### src/rtl/joystick_axis_conditioner_assert.svh
// Assertion macros shared by the conditioner's modules.
`ifndef JOYSTICK_AXIS_CONDITIONER_ASSERT_SVH
`define JOYSTICK_AXIS_CONDITIONER_ASSERT_SVH
`ifndef ASSERT_OFF
// An implication or plain property that must hold at every clock edge out of reset.
`define JAC_ASSERT(lbl, clk, rst, prop, msg) \
  lbl: assert property (@(posedge clk) disable iff (rst) prop) else $error(msg);
// A condition that must never be seen at a clock edge out of reset.
`define JAC_NEVER(lbl, clk, rst, cond, msg) \
  lbl: assert property (@(posedge clk) disable iff (rst) !(cond)) else $error(msg);
`else
`define JAC_ASSERT(lbl, clk, rst, prop, msg)
`define JAC_NEVER(lbl, clk, rst, cond, msg)
`endif
`endif

### src/rtl/jac_pkg.sv
package jac_pkg;

  // Mounting rotation codes, clockwise.
  typedef enum logic [1:0] {
    ROT_NONE  = 2'd0,
    ROT_CW90  = 2'd1,
    ROT_CW180 = 2'd2,
    ROT_CW270 = 2'd3
  } rot_t;

  // Configuration register indexes.
  localparam int CFG_IDX_W = 3;
  localparam logic [CFG_IDX_W-1:0] CFG_CENTER_X = 3'd0;
  localparam logic [CFG_IDX_W-1:0] CFG_CENTER_Y = 3'd1;
  localparam logic [CFG_IDX_W-1:0] CFG_MIN_X    = 3'd2;
  localparam logic [CFG_IDX_W-1:0] CFG_MAX_X    = 3'd3;
  localparam logic [CFG_IDX_W-1:0] CFG_MIN_Y    = 3'd4;
  localparam logic [CFG_IDX_W-1:0] CFG_MAX_Y    = 3'd5;
  localparam logic [CFG_IDX_W-1:0] CFG_ROTATION = 3'd6;
  localparam logic [CFG_IDX_W-1:0] CFG_DEADZONE = 3'd7;

  localparam int DEADZONE_W = 15;
  localparam logic [DEADZONE_W-1:0] DEADZONE_RESET = 15'd1638;

  // Queue between front and back holds 2**QUEUE_AW beats.
  localparam int QUEUE_AW = 2;

  // Per-axis classification made by the front.
  typedef struct packed {
    logic is_zero;  // sample equals center
    logic sat;      // quotient reaches full scale or divisor is zero
    logic neg;      // quotient is negative
  } axis_ctl_t;

  localparam int AXIS_CTL_W = $bits(axis_ctl_t);

endpackage

### src/rtl/joystick_axis_conditioner.sv
// Channel   Dir  Fields (lowest bit first)            Handshake
// s_axis    in   tdata: raw_x, raw_y                  s_tvalid / s_tready
// m_axis    out  tdata: norm_x, norm_y; tuser: idle   m_tvalid / m_tready
// cfg       in   index cfg_addr, data cfg_data        cfg_we, no wait
//
// One sample pair per cycle while the output beat is not held; an input beat
// passes through the queue, the bit-per-stage dividers (FRACTION_BITS + 2
// register stages, the first loaded as the queue pops), and the rotation,
// square and output stages.
// Reset is synchronous, clears the queue and the valid pipe, and restores the calibration defaults.
// A held output beat freezes the back pipe; the four-beat queue keeps taking
// input until it fills.
module joystick_axis_conditioner #(
  parameter int SAMPLE_BITS   = 10,
  parameter int FRACTION_BITS = 14
) (
  input  logic                            clk,
  input  logic                            rst,
  input  logic                            s_tvalid,
  output logic                            s_tready,
  // raw_x, raw_y
  input  logic [((2*SAMPLE_BITS+7)/8)*8-1:0] s_tdata,
  output logic                            m_tvalid,
  input  logic                            m_tready,
  // norm_x, norm_y
  output logic [((2*(FRACTION_BITS+2)+7)/8)*8-1:0] m_tdata,
  // idle
  output logic                            m_tuser,
  input  logic                            cfg_we,
  input  logic [jac_pkg::CFG_IDX_W-1:0]   cfg_addr,
  input  logic [((SAMPLE_BITS > 15) ? SAMPLE_BITS : 15)-1:0] cfg_data
);

  localparam int SB     = SAMPLE_BITS;
  localparam int F      = FRACTION_BITS;
  localparam int NW     = F + 2;
  localparam int OUT_DW = ((2*NW+7)/8)*8;
  localparam int CFG_W  = (SB > 15) ? SB : 15;
  localparam int CW     = jac_pkg::AXIS_CTL_W;
  localparam int QW     = 4*SB + 2*CW;

  logic [SB-1:0]                  f_a_x, f_d_x, f_a_y, f_d_y;
  jac_pkg::axis_ctl_t             f_ctl_x, f_ctl_y;
  jac_pkg::rot_t                  rotation;
  logic [jac_pkg::DEADZONE_W-1:0] deadzone;

  logic [QW-1:0]      q_in, q_out;
  logic               q_valid, q_pop;
  jac_pkg::axis_ctl_t b_ctl_x, b_ctl_y;

  logic signed [NW-1:0] norm_x, norm_y;

  jac_front #(.SB(SB), .CFG_W(CFG_W)) u_front (
    .clk(clk), .rst(rst),
    .cfg_we(cfg_we), .cfg_addr(cfg_addr), .cfg_data(cfg_data),
    .raw_x(s_tdata[SB-1:0]), .raw_y(s_tdata[2*SB-1:SB]),
    .a_x(f_a_x), .d_x(f_d_x), .a_y(f_a_y), .d_y(f_d_y),
    .ctl_x(f_ctl_x), .ctl_y(f_ctl_y),
    .rotation(rotation), .deadzone(deadzone)
  );

  // Classified beat layout: a_x, d_x, a_y, d_y, ctl_x, ctl_y from the lowest bit.
  assign q_in = {f_ctl_y, f_ctl_x, f_d_y, f_a_y, f_d_x, f_a_x};

  jac_queue #(.W(QW)) u_queue (
    .clk(clk), .rst(rst),
    .push_valid(s_tvalid), .push_ready(s_tready), .push_data(q_in),
    .pop_valid(q_valid), .pop(q_pop), .pop_data(q_out)
  );

  assign b_ctl_x = jac_pkg::axis_ctl_t'(q_out[4*SB +: CW]);
  assign b_ctl_y = jac_pkg::axis_ctl_t'(q_out[4*SB+CW +: CW]);

  jac_back #(.SB(SB), .F(F)) u_back (
    .clk(clk), .rst(rst),
    .q_valid(q_valid), .q_pop(q_pop),
    .a_x(q_out[0 +: SB]), .d_x(q_out[SB +: SB]),
    .a_y(q_out[2*SB +: SB]), .d_y(q_out[3*SB +: SB]),
    .ctl_x(b_ctl_x), .ctl_y(b_ctl_y),
    .rotation(rotation), .deadzone(deadzone),
    .out_valid(m_tvalid), .out_ready(m_tready),
    .norm_x(norm_x), .norm_y(norm_y), .idle(m_tuser)
  );

  assign m_tdata = OUT_DW'({norm_y, norm_x});

endmodule

### src/rtl/jac_front.sv
module jac_front #(
  parameter int SB    = 10,
  parameter int CFG_W = 15
) (
  input  logic                          clk,
  input  logic                          rst,
  input  logic                          cfg_we,
  input  logic [jac_pkg::CFG_IDX_W-1:0] cfg_addr,
  input  logic [CFG_W-1:0]              cfg_data,
  input  logic [SB-1:0]                 raw_x,
  input  logic [SB-1:0]                 raw_y,
  output logic [SB-1:0]                 a_x,
  output logic [SB-1:0]                 d_x,
  output logic [SB-1:0]                 a_y,
  output logic [SB-1:0]                 d_y,
  output jac_pkg::axis_ctl_t            ctl_x,
  output jac_pkg::axis_ctl_t            ctl_y,
  output jac_pkg::rot_t                 rotation,
  output logic [jac_pkg::DEADZONE_W-1:0] deadzone
);

  logic [SB-1:0] center_x, center_y, min_x, max_x, min_y, max_y;

  logic [SB-1:0]      raw_a [2];
  logic [SB-1:0]      ctr_a [2];
  logic [SB-1:0]      lo_a  [2];
  logic [SB-1:0]      hi_a  [2];
  logic [SB-1:0]      mag_a [2];
  logic [SB-1:0]      div_a [2];
  jac_pkg::axis_ctl_t ctl_a [2];

  // Calibration register file.
  always_ff @(posedge clk) begin
    if (rst) begin
      center_x <= SB'(512);
      center_y <= SB'(512);
      min_x    <= '0;
      max_x    <= SB'(1023);
      min_y    <= '0;
      max_y    <= SB'(1023);
      rotation <= jac_pkg::ROT_NONE;
      deadzone <= jac_pkg::DEADZONE_RESET;
    end else if (cfg_we) begin
      unique case (cfg_addr)
        jac_pkg::CFG_CENTER_X: center_x <= cfg_data[SB-1:0];
        jac_pkg::CFG_CENTER_Y: center_y <= cfg_data[SB-1:0];
        jac_pkg::CFG_MIN_X:    min_x    <= cfg_data[SB-1:0];
        jac_pkg::CFG_MAX_X:    max_x    <= cfg_data[SB-1:0];
        jac_pkg::CFG_MIN_Y:    min_y    <= cfg_data[SB-1:0];
        jac_pkg::CFG_MAX_Y:    max_y    <= cfg_data[SB-1:0];
        jac_pkg::CFG_ROTATION: rotation <= jac_pkg::rot_t'(cfg_data[1:0]);
        jac_pkg::CFG_DEADZONE: deadzone <= cfg_data[jac_pkg::DEADZONE_W-1:0];
        default: ;
      endcase
    end
  end

  assign raw_a[0] = raw_x;
  assign raw_a[1] = raw_y;
  assign ctr_a[0] = center_x;
  assign ctr_a[1] = center_y;
  assign lo_a[0]  = min_x;
  assign lo_a[1]  = min_y;
  assign hi_a[0]  = max_x;
  assign hi_a[1]  = max_y;

  // Classify each axis: pick the side, form numerator and divisor magnitudes.
  for (genvar k = 0; k < 2; k++) begin : g_axis
    logic          upper;
    logic [SB:0]   den;
    logic          den_neg;
    always_comb begin
      upper   = raw_a[k] >= ctr_a[k];
      den     = upper ? ({1'b0, hi_a[k]} - {1'b0, ctr_a[k]})
                      : ({1'b0, ctr_a[k]} - {1'b0, lo_a[k]});
      den_neg = den[SB];
      mag_a[k] = upper ? (raw_a[k] - ctr_a[k]) : (ctr_a[k] - raw_a[k]);
      div_a[k] = den_neg ? SB'(-den) : den[SB-1:0];
      ctl_a[k].is_zero = raw_a[k] == ctr_a[k];
      ctl_a[k].sat     = mag_a[k] >= div_a[k];
      ctl_a[k].neg     = (!upper) ^ den_neg;
    end
  end

  assign a_x   = mag_a[0];
  assign d_x   = div_a[0];
  assign ctl_x = ctl_a[0];
  assign a_y   = mag_a[1];
  assign d_y   = div_a[1];
  assign ctl_y = ctl_a[1];

endmodule

### src/rtl/jac_queue.sv
`include "joystick_axis_conditioner_assert.svh"

module jac_queue #(
  parameter int W = 8
) (
  input  logic         clk,
  input  logic         rst,
  input  logic         push_valid,
  output logic         push_ready,
  input  logic [W-1:0] push_data,
  output logic         pop_valid,
  input  logic         pop,
  output logic [W-1:0] pop_data
);

  localparam int AW    = jac_pkg::QUEUE_AW;
  localparam int DEPTH = 1 << AW;

  logic [W-1:0]  mem [DEPTH];
  logic [AW-1:0] wr_ptr;
  logic [AW-1:0] rd_ptr;
  logic [AW:0]   count;
  logic          do_push;
  logic          do_pop;

  assign push_ready = count != (AW+1)'(DEPTH);
  assign pop_valid  = count != '0;
  assign do_push    = push_valid && push_ready;
  assign do_pop     = pop && pop_valid;
  assign pop_data   = mem[rd_ptr];

  // Storage.
  always_ff @(posedge clk) begin
    if (do_push) begin
      mem[wr_ptr] <= push_data;
    end
  end

  // Pointers and fill count.
  always_ff @(posedge clk) begin
    if (rst) begin
      wr_ptr <= '0;
      rd_ptr <= '0;
      count  <= '0;
    end else begin
      if (do_push) wr_ptr <= wr_ptr + 1'b1;
      if (do_pop)  rd_ptr <= rd_ptr + 1'b1;
      count <= count + (AW+1)'(do_push) - (AW+1)'(do_pop);
    end
  end

  `JAC_NEVER(a_count_bound, clk, rst, count > (AW+1)'(DEPTH), "queue count overflow")
  `JAC_ASSERT(a_count_step, clk, rst, (do_push && !do_pop) |=> (count != '0), "push lost")

endmodule

### src/rtl/jac_div.sv
module jac_div #(
  parameter int SB = 10,
  parameter int F  = 14
) (
  input  logic               clk,
  input  logic               en,
  input  logic [SB-1:0]      a,
  input  logic [SB-1:0]      d,
  input  jac_pkg::axis_ctl_t ctl,
  output logic [F:0]         mag,
  output logic               neg
);

  localparam int NS = F + 1;

  logic [SB-1:0]      rem_s [NS+1];
  logic [SB-1:0]      dv_s  [NS+1];
  logic [F:0]         q_s   [NS+1];
  jac_pkg::axis_ctl_t ctl_s [NS+1];

  assign rem_s[0] = a;
  assign dv_s[0]  = d;
  assign q_s[0]   = '0;
  assign ctl_s[0] = ctl;

  // Restoring division, one quotient bit per stage: floor(a * 2**(F+1) / d).
  for (genvar i = 0; i < NS; i++) begin : g_stage
    logic [SB:0]   sh;
    logic          take;
    logic [SB:0]   diff;
    always_comb begin
      sh   = {rem_s[i], 1'b0};
      take = sh >= {1'b0, dv_s[i]};
      diff = sh - {1'b0, dv_s[i]};
    end
    always_ff @(posedge clk) begin
      if (en) begin
        rem_s[i+1] <= take ? diff[SB-1:0] : sh[SB-1:0];
        dv_s[i+1]  <= dv_s[i];
        q_s[i+1]   <= {q_s[i][F-1:0], take};
        ctl_s[i+1] <= ctl_s[i];
      end
    end
  end

  // Round half away from zero and apply the special cases.
  logic [F+1:0] q_inc;
  assign q_inc = {1'b0, q_s[NS]} + (F+2)'(1);

  always_ff @(posedge clk) begin
    if (en) begin
      if (ctl_s[NS].is_zero) begin
        mag <= '0;
      end else if (ctl_s[NS].sat) begin
        mag <= (F+1)'(1) << F;
      end else begin
        mag <= q_inc[F+1:1];
      end
      neg <= ctl_s[NS].neg;
    end
  end

endmodule

### src/rtl/jac_back.sv
`include "joystick_axis_conditioner_assert.svh"

module jac_back #(
  parameter int SB = 10,
  parameter int F  = 14
) (
  input  logic                           clk,
  input  logic                           rst,
  input  logic                           q_valid,
  output logic                           q_pop,
  input  logic [SB-1:0]                  a_x,
  input  logic [SB-1:0]                  d_x,
  input  logic [SB-1:0]                  a_y,
  input  logic [SB-1:0]                  d_y,
  input  jac_pkg::axis_ctl_t             ctl_x,
  input  jac_pkg::axis_ctl_t             ctl_y,
  input  jac_pkg::rot_t                  rotation,
  input  logic [jac_pkg::DEADZONE_W-1:0] deadzone,
  output logic                           out_valid,
  input  logic                           out_ready,
  output logic signed [F+1:0]            norm_x,
  output logic signed [F+1:0]            norm_y,
  output logic                           idle
);

  localparam int NW    = F + 2;
  localparam int LAT   = F + 2 + 3;
  localparam int SQ_W  = 2 * NW;
  localparam int DZ2_W = 2 * jac_pkg::DEADZONE_W;
  localparam int SUM_W = (SQ_W + 1 > DZ2_W) ? SQ_W + 1 : DZ2_W;
  localparam logic signed [NW-1:0] ONE_S = NW'(1) <<< F;

  logic           en;
  logic [LAT-1:0] vld;
  logic [F:0]     mag_x, mag_y;
  logic           neg_x, neg_y;

  logic signed [NW-1:0] sx, sy;
  logic signed [NW-1:0] rx, ry;
  logic signed [NW-1:0] x2, y2;
  logic [SQ_W-1:0]      xx, yy;
  logic [DZ2_W-1:0]     dz2;
  logic                 in_dz;

  // The whole pipe advances unless the output beat is held.
  assign en        = !vld[LAT-1] || out_ready;
  assign q_pop     = en && q_valid;
  assign out_valid = vld[LAT-1];

  always_ff @(posedge clk) begin
    if (rst) begin
      vld <= '0;
    end else if (en) begin
      vld <= {vld[LAT-2:0], q_valid};
    end
  end

  jac_div #(.SB(SB), .F(F)) u_div_x (
    .clk(clk), .en(en), .a(a_x), .d(d_x), .ctl(ctl_x), .mag(mag_x), .neg(neg_x)
  );

  jac_div #(.SB(SB), .F(F)) u_div_y (
    .clk(clk), .en(en), .a(a_y), .d(d_y), .ctl(ctl_y), .mag(mag_y), .neg(neg_y)
  );

  // Signed axes; Y is flipped so that up is positive.
  always_comb begin
    sx = neg_x ? -$signed({1'b0, mag_x}) : $signed({1'b0, mag_x});
    sy = neg_y ? $signed({1'b0, mag_y}) : -$signed({1'b0, mag_y});
  end

  // Mounting rotation.
  always_ff @(posedge clk) begin
    if (en) begin
      unique case (rotation)
        jac_pkg::ROT_CW90: begin
          rx <= sy;
          ry <= -sx;
        end
        jac_pkg::ROT_CW180: begin
          rx <= -sx;
          ry <= -sy;
        end
        jac_pkg::ROT_CW270: begin
          rx <= -sy;
          ry <= sx;
        end
        default: begin
          rx <= sx;
          ry <= sy;
        end
      endcase
    end
  end

  // Squares for the radius test, formed at full product width.
  always_ff @(posedge clk) begin
    if (en) begin
      xx  <= $unsigned(SQ_W'(rx) * SQ_W'(rx));
      yy  <= $unsigned(SQ_W'(ry) * SQ_W'(ry));
      dz2 <= deadzone * deadzone;
      x2  <= rx;
      y2  <= ry;
    end
  end

  assign in_dz = (SUM_W'(xx) + SUM_W'(yy)) < SUM_W'(dz2);

  // Output register.
  always_ff @(posedge clk) begin
    if (en) begin
      idle   <= in_dz;
      norm_x <= in_dz ? '0 : x2;
      norm_y <= in_dz ? '0 : y2;
    end
  end

  `JAC_ASSERT(a_idle_zero, clk, rst, (out_valid && idle) |-> (norm_x == '0 && norm_y == '0), "idle beat not zeroed")
  `JAC_NEVER(a_x_range, clk, rst, out_valid && (norm_x > ONE_S || norm_x < -ONE_S), "norm_x out of range")
  `JAC_NEVER(a_y_range, clk, rst, out_valid && (norm_y > ONE_S || norm_y < -ONE_S), "norm_y out of range")
  `JAC_ASSERT(a_pop_stall, clk, rst, (out_valid && !out_ready) |-> !q_pop, "queue popped while output held")

endmodule

### config.mk
export PLATFORM = sky130hd
export DESIGN_NAME = joystick_axis_conditioner
export DESIGN_NICKNAME = d
export VERILOG_FILES = /design/src/rtl/jac_pkg.sv /design/src/rtl/joystick_axis_conditioner.sv /design/src/rtl/jac_front.sv /design/src/rtl/jac_queue.sv /design/src/rtl/jac_div.sv /design/src/rtl/jac_back.sv
export VERILOG_INCLUDE_DIRS = /design/src /design/src/rtl
export SDC_FILE = /design/constraint.sdc
export NUM_CORES = 2
export LEC_CHECK = 0
export ABC_AREA = 1
export BUFFER_PORTS_ARGS = -buffer_cell sky130_fd_sc_hd__buf_2
export CAP_MARGIN = 20
export CELL_PAD_IN_SITES_DETAIL_PLACEMENT = 0
export CELL_PAD_IN_SITES_GLOBAL_PLACEMENT = 1
export CORE_MARGIN = 1
export CORE_UTILIZATION = 47
export CTS_CLUSTER_DIAMETER = 40
export DETAILED_ROUTE_END_ITERATION = 10
export PLACE_DENSITY = 0.77
export SYNTH_ARGS = -nofsm -noshare
export SYNTH_HDL_FRONTEND = slang
export SYNTH_SLANG_ARGS = --single-unit
### constraint.sdc
create_clock -name clk -period 39.5 [get_ports clk]
set_input_delay 7.9 -clock clk [delete_from_list [all_inputs] [get_ports clk]]
set_output_delay 7.9 -clock clk [all_outputs]
set_load 0.02 [all_outputs]
Word-level counts from Yosys, hierarchy flattened:

Memory sizes are Yosys's and may differ from the RTL's. A register that Yosys moved wholly into a read port is not among the register bits.
Index checks and enable logic that the tools add are counted.

* bits of input ports: 47
* bits in read-only memories: 0
* bits in registers: 1216
* output and inout bits: 35
* RAM bits: 184
* memories: 1
* latch bits: 0

Memory list
* u_queue.mem: words 4, width 46, read ports 1, clocked after Yosys merged registers in 1, wr ports 1, RTL line jac_queue.sv:19 `logic [W-1:0] mem [DEPTH];`

* equal/unequal tests: 13
* shift operators: 0
* muxes and demuxes: 44
* multipliers: 3
* bitwise logic cells: 2
* reduce and logical (&&, ||, !) cells: 19
* add/sub/neg operators: 49
* order comparisons: 35
* div/mod/pow operators: 0

Operator list (count)
* greater-or-equal comparator 11 x 10 -> 1 bit: 30
* 2-to-1 mux 10 bit: 32
* subtractor 10 bit: 32
* case mux 16 bit (3 select lines): 2
* multiplier 16 x 16 -> 32 bit: 2
* subtractor 10 x 10 -> 11 bit: 4
* greater-or-equal comparator 10 bit: 4
* adder 32 x 32 -> 33 bit: 1
* less-than comparator 33 x 30 -> 1 bit: 1
* adder 15 x 1 -> 16 bit (second input constant): 2
* 2-to-1 mux 16 bit: 2
* negator 15 -> 16 bit: 2
* negator 16 bit: 2
* multiplier 15 x 15 -> 30 bit: 1
* 2-to-1 mux 15 bit: 2
* 2-to-1 mux 11 bit: 2
* equality test 10 bit: 2
* negator 10 bit: 2
* AND reduction 2 bit: 8
* equality test 3 bit (second input constant): 4
* equality test 3 x 2 -> 1 bit (second input constant): 2
* adder 2 x 1 -> 2 bit (second input constant): 2
* equality test 2 bit (second input constant): 2
* 2-to-1 mux 2 bit: 2
* 13 further kinds: 20

Longest topological paths before layout:

* word-level depth: 6
* gate-level depth with buffers: 27
* depth with buffers taken out: 26

Modules after synthesis:

Synthesis repeated with hierarchy kept, for this count alone.

* cells, all modules: 11028
* area total of the unflattened synthesis: 99515.4 sq um

Modules (own cells, without submodules)
* jac_div: cells an instance 2456, instances 2, area an instance 23884.2 sq um
* jac_back: cells an instance 4338, instances 1, area an instance 36371.1 sq um
* jac_front: cells an instance 1268, instances 1, area an instance 8076.5 sq um
* jac_queue: cells an instance 510, instances 1, area an instance 7299.5 sq um

Worst setup path before layout:

OpenSTA, ideal clock, no wires.

* path type: input to register
* from: input port m_tready
* to: register u_back.dz2[0], enable pin
* data required time: 37.597 ns
* buffers on the path: 1
* arrival time: 38.016 ns
* library setup time: 1.903 ns
* path slack: -0.419 ns
* stages: 3
* cell sequence: nor2_1 > clkinv_1 > clkbuf_1

* longest elaborated chain between the ends: 1

RTL lines
* from (decl): RTL line joystick_axis_conditioner.sv:24 `input logic m_tready,`
* logical OR 1 bit: RTL line jac_back.sv:46 `assign en = !vld[LAT-1] || out_ready;`
* to (signal assigned): RTL line jac_back.sv:101 `dz2 <= deadzone * deadzone;`
* to (decl): RTL line jac_back.sv:42 `logic [DZ2_W-1:0] dz2;`

Every way passes these cells.
A chain may end at the register's enable or synchronous reset.

Final worst setup path:

* from: input port m_tready
* to: register u_back.norm_x[6], enable pin

* longest elaborated chain between the ends: 1

RTL lines
* logical OR 1 bit: RTL line jac_back.sv:46
* to (signal assigned): RTL line jac_back.sv:113 `norm_x <= in_dz ? '0 : x2;`
* to (decl): RTL line jac_back.sv:21 `output logic signed [F+1:0] norm_x,`

Every way passes these cells.

==> flow_metrics.env <==
export IMPL_status="finished, final reports clean"
export IMPL_firstDrtPassIters=6
export IMPL_drv_cap=0
export IMPL_post_cts_buffers=0
export IMPL_cts_hold_buf=0
export IMPL_syn_avg_cell_area_sq_um=9.87
export IMPL_grt_use_total_pct=20.0
export IMPL_path_max_fanout=118
export IMPL_cts_sinks=1397
export IMPL_initial_core_util_pct=47.5
export IMPL_path_clk_slew_ns=0.06
export IMPL_wl_um=199000
export IMPL_critical_path_class="in -> reg"
export IMPL_num_vias=62900
export IMPL_final_hold_violation_count=0
export IMPL_place_area_sq_mm=0.0974
export IMPL_hpwl_um=152000
export IMPL_fin_crit_sh_pct=31.5
export IMPL_yosysTopAreaCell="edfxtp_1"
export IMPL_slew_headroom_pct=21.8
export IMPL_fin_util_pct=53.0
export IMPL_yosysTopAreaCellShare_pct=41.3
export IMPL_drt_initial_drc_count=3587
export IMPL_end_kind="flip-flop"
export IMPL_synthTopCellsByArea="edfxtp_1, fa_1, ha_1"
export IMPL_reg2reg_depth=16
export IMPL_area_delta_synth_final_pct=11.6
export IMPL_setup_tns_final_ns=0
export IMPL_placementRows=163
export IMPL_ys_async_sr_fraction_pct=0
export IMPL_worstPathRequired_ns=39.94
export IMPL_synth_warnings=0
export IMPL_fin_crit_ns=12.44
export IMPL_nets=11100
export IMPL_hp_class="reg -> reg"
export IMPL_grt_overflow_total=0
export IMPL_fill_cells=17400
export IMPL_grt_max_degree=194
export IMPL_avgViaCountPerCell=5.02
export IMPL_hold_depth=0
export IMPL_antenna_left=0
export IMPL_die_x_um=449
export IMPL_tightest_slew_ns=1.17
export IMPL_setup_violations=0
export IMPL_cts_tree="yes"
export IMPL_clk_latency_ns=0.88
export IMPL_wl_per_cell_um=15.9
export IMPL_drc=0
export IMPL_chipHeight_um=449
export IMPL_core_area_sq_mm=0.198
export IMPL_yosys_register_bits=1397
export IMPL_cp_start_kind="primary input"
export IMPL_htreeDepth=4
export IMPL_clock_skew_ns=0.0861
export IMPL_synth_fp_nets=11000
export IMPL_antenna_found_initial=2
export IMPL_stdcell_area_sq_mm=0.105
export IMPL_clock_path_buffers=3
export IMPL_first_global_vias=64500
export IMPL_placement_io_buffers=77
export IMPL_final_max_slew_viol_count=0
export IMPL_rsz0062_at_grt="false"
export IMPL_synth_area_sq_mm=0.0940
export IMPL_synth_cells=9522
export IMPL_finalWeightedCongestion=0.880
export IMPL_drive_gt1_share_pct=6.21
export IMPL_io_pins=82
export IMPL_ys_flop_type="edfxtp_1"
export IMPL_ys_types=63
export IMPL_dieArea_sq_mm=0.202
export IMPL_antenna_cells=0
export IMPL_cts_made_buffers=214
export IMPL_max_freq_mhz=80.4
export IMPL_yosysSeqAreaShare_pct=43.5
export IMPL_cts_root_buf="clkbuf_16"
export IMPL_worstPathArrival_ns=12.88
export IMPL_postCtsResizedCells=0
export IMPL_grt_pass1_wl_um=328000
export IMPL_synth_edff_count=1292
-- stage by stage --
step	setup slack, ns	cells	hold slack, ns
finish	27.06	12500	0.386
global route	26.53	12500	0.396
CTS	26.98	12500	0.383
detailed placement	26.08	12100	0.405
global placement	26.22	12100	0.400
floorplan	16.44	9522	0.400
-- cell usage in the layout, fill, tap and decap left out, drive strengths merged, types with 78 or more instances in the layout --
cell    synthesis  final
a21oi         505    505
buf            39    144
clkbuf        155    226
clkinv          7     79
dfxtp         105    105
edfxtp       1292   1292
fa            643    643
ha            741    741
inv          1956   2023
nand2        1680   1680
nand3         280    280
nand4          78     78
nor2          588    588
nor3           91     91
o21ai         608    608
xnor2         143    143
xor2          274    274
-- flip-flops by register name, indices dropped and copies added, names as in the netlist, 29 cells and up, named ones only --
signal,cells
u_back.u_div_x.dv_s,140
u_back.u_div_y.g_stage.sh,140
u_back.yy,31
u_back.u_div_x.q_s,120
u_queue.mem,184
u_back.u_div_x.ctl_s,45
u_back.dz2,29
u_back.xx,31
u_back.u_div_y.ctl_s,45
u_back.u_div_y.dv_s,140
u_back.u_div_y.q_s,120
u_back.u_div_x.g_stage.sh,140
-- cell usage after synthesis (7+ instances only) --
cell type / n
edfxtp_1: 1292
a21oi_1: 501
nand2_1: 1663
fa_1: 643
nor2_2: 7
a21boi_0: 10
a221oi_1: 11
dfxtp_1: 105
inv_1: 1936
clkbuf_1: 155
clkinv_1: 7
a211oi_1: 33
o21a_1: 11
buf_2: 31
a31oi_1: 20
a21o_1: 31
o21bai_1: 45
nand4_1: 77
xnor2_1: 143
nand2_2: 15
o221ai_1: 9
nand3_1: 274
inv_2: 19
o21ai_0: 559
o2111ai_1: 18
nor2_1: 580
o22ai_1: 30
ha_1: 741
a32oi_1: 20
o211ai_1: 15
o21ai_1: 42
nor3_1: 88
xor2_1: 272
nor4_1: 12
or2_2: 11
nand3b_1: 17
o31ai_1: 19
-- worst max-delay path: stages --
cell and delay (ns):
buf_2 0.08, nor2_1 0.04, buf_4 0.19, inv_8 0.52
buf_4 0.76, buf_4 0.74, buf_4 0.93, buf_4 0.68
buf_4 0.78
-- area by class of cell --
cell class,instances,area [sq um],share of cell area (%)
Clock buffer,226,5430,5.17
Clock inverter,175,2050,1.95
Inverter,1963,7380,7.03
Multi-Input combinational cell,5968,45000,42.9
Sequential cell,1397,40900,39.0
Tap cell,2640,3300,3.15
Timing Repair Buffer,144,905,0.862
-- kinds of logic (layout without fill, tap and decap cells) --
kind of cell / after synthesis / in the layout / share of synthesized area (%)
buffers and inverters: 2157 / 2508 / 8.69
muxes: 2 / 2 / 0.0226
and+or+nand+nor: 2766 / 2766 / 12.0
adders and majority gates: 1384 / 1384 / 23.6
xor gates and xnor gates: 417 / 417 / 3.90
AOI/OAI and AO/OA: 1399 / 1399 / 8.29
DFF: 1397 / 1397 / 43.5
-- metal layers --
| metal | up-vias | GRT usage [%] | share of wire [%] |
|---|---|---|---|
| met3 | 346 | 2.68 | 3.6 |
| li1 | 31400 | - | - |
| met5 | - | 0 | 0 |
| met2 | 1103 | 35.6 | 51 |
| met4 | 0 | 6.37 | 2.9 |
| met1 | 30000 | 25.2 | 43 |
-- final timing paths --
check                                start                  endpoint  slack (ns)
hold reg to reg   u_back.u_div_y.ctl_s[20]  u_back.u_div_y.ctl_s[17]        0.39
setup reg to reg              u_back.rx[1]             u_back.xx[31]       32.51
hold / removal    u_back.u_div_y.ctl_s[20]  u_back.u_div_y.ctl_s[17]        0.39
setup / recovery                  m_tready          u_back.norm_x[6]       27.06
Power is left out: the tool's default activity adds up to more than one toggle a clock period on the data nets, which glitch-free logic cannot reach.
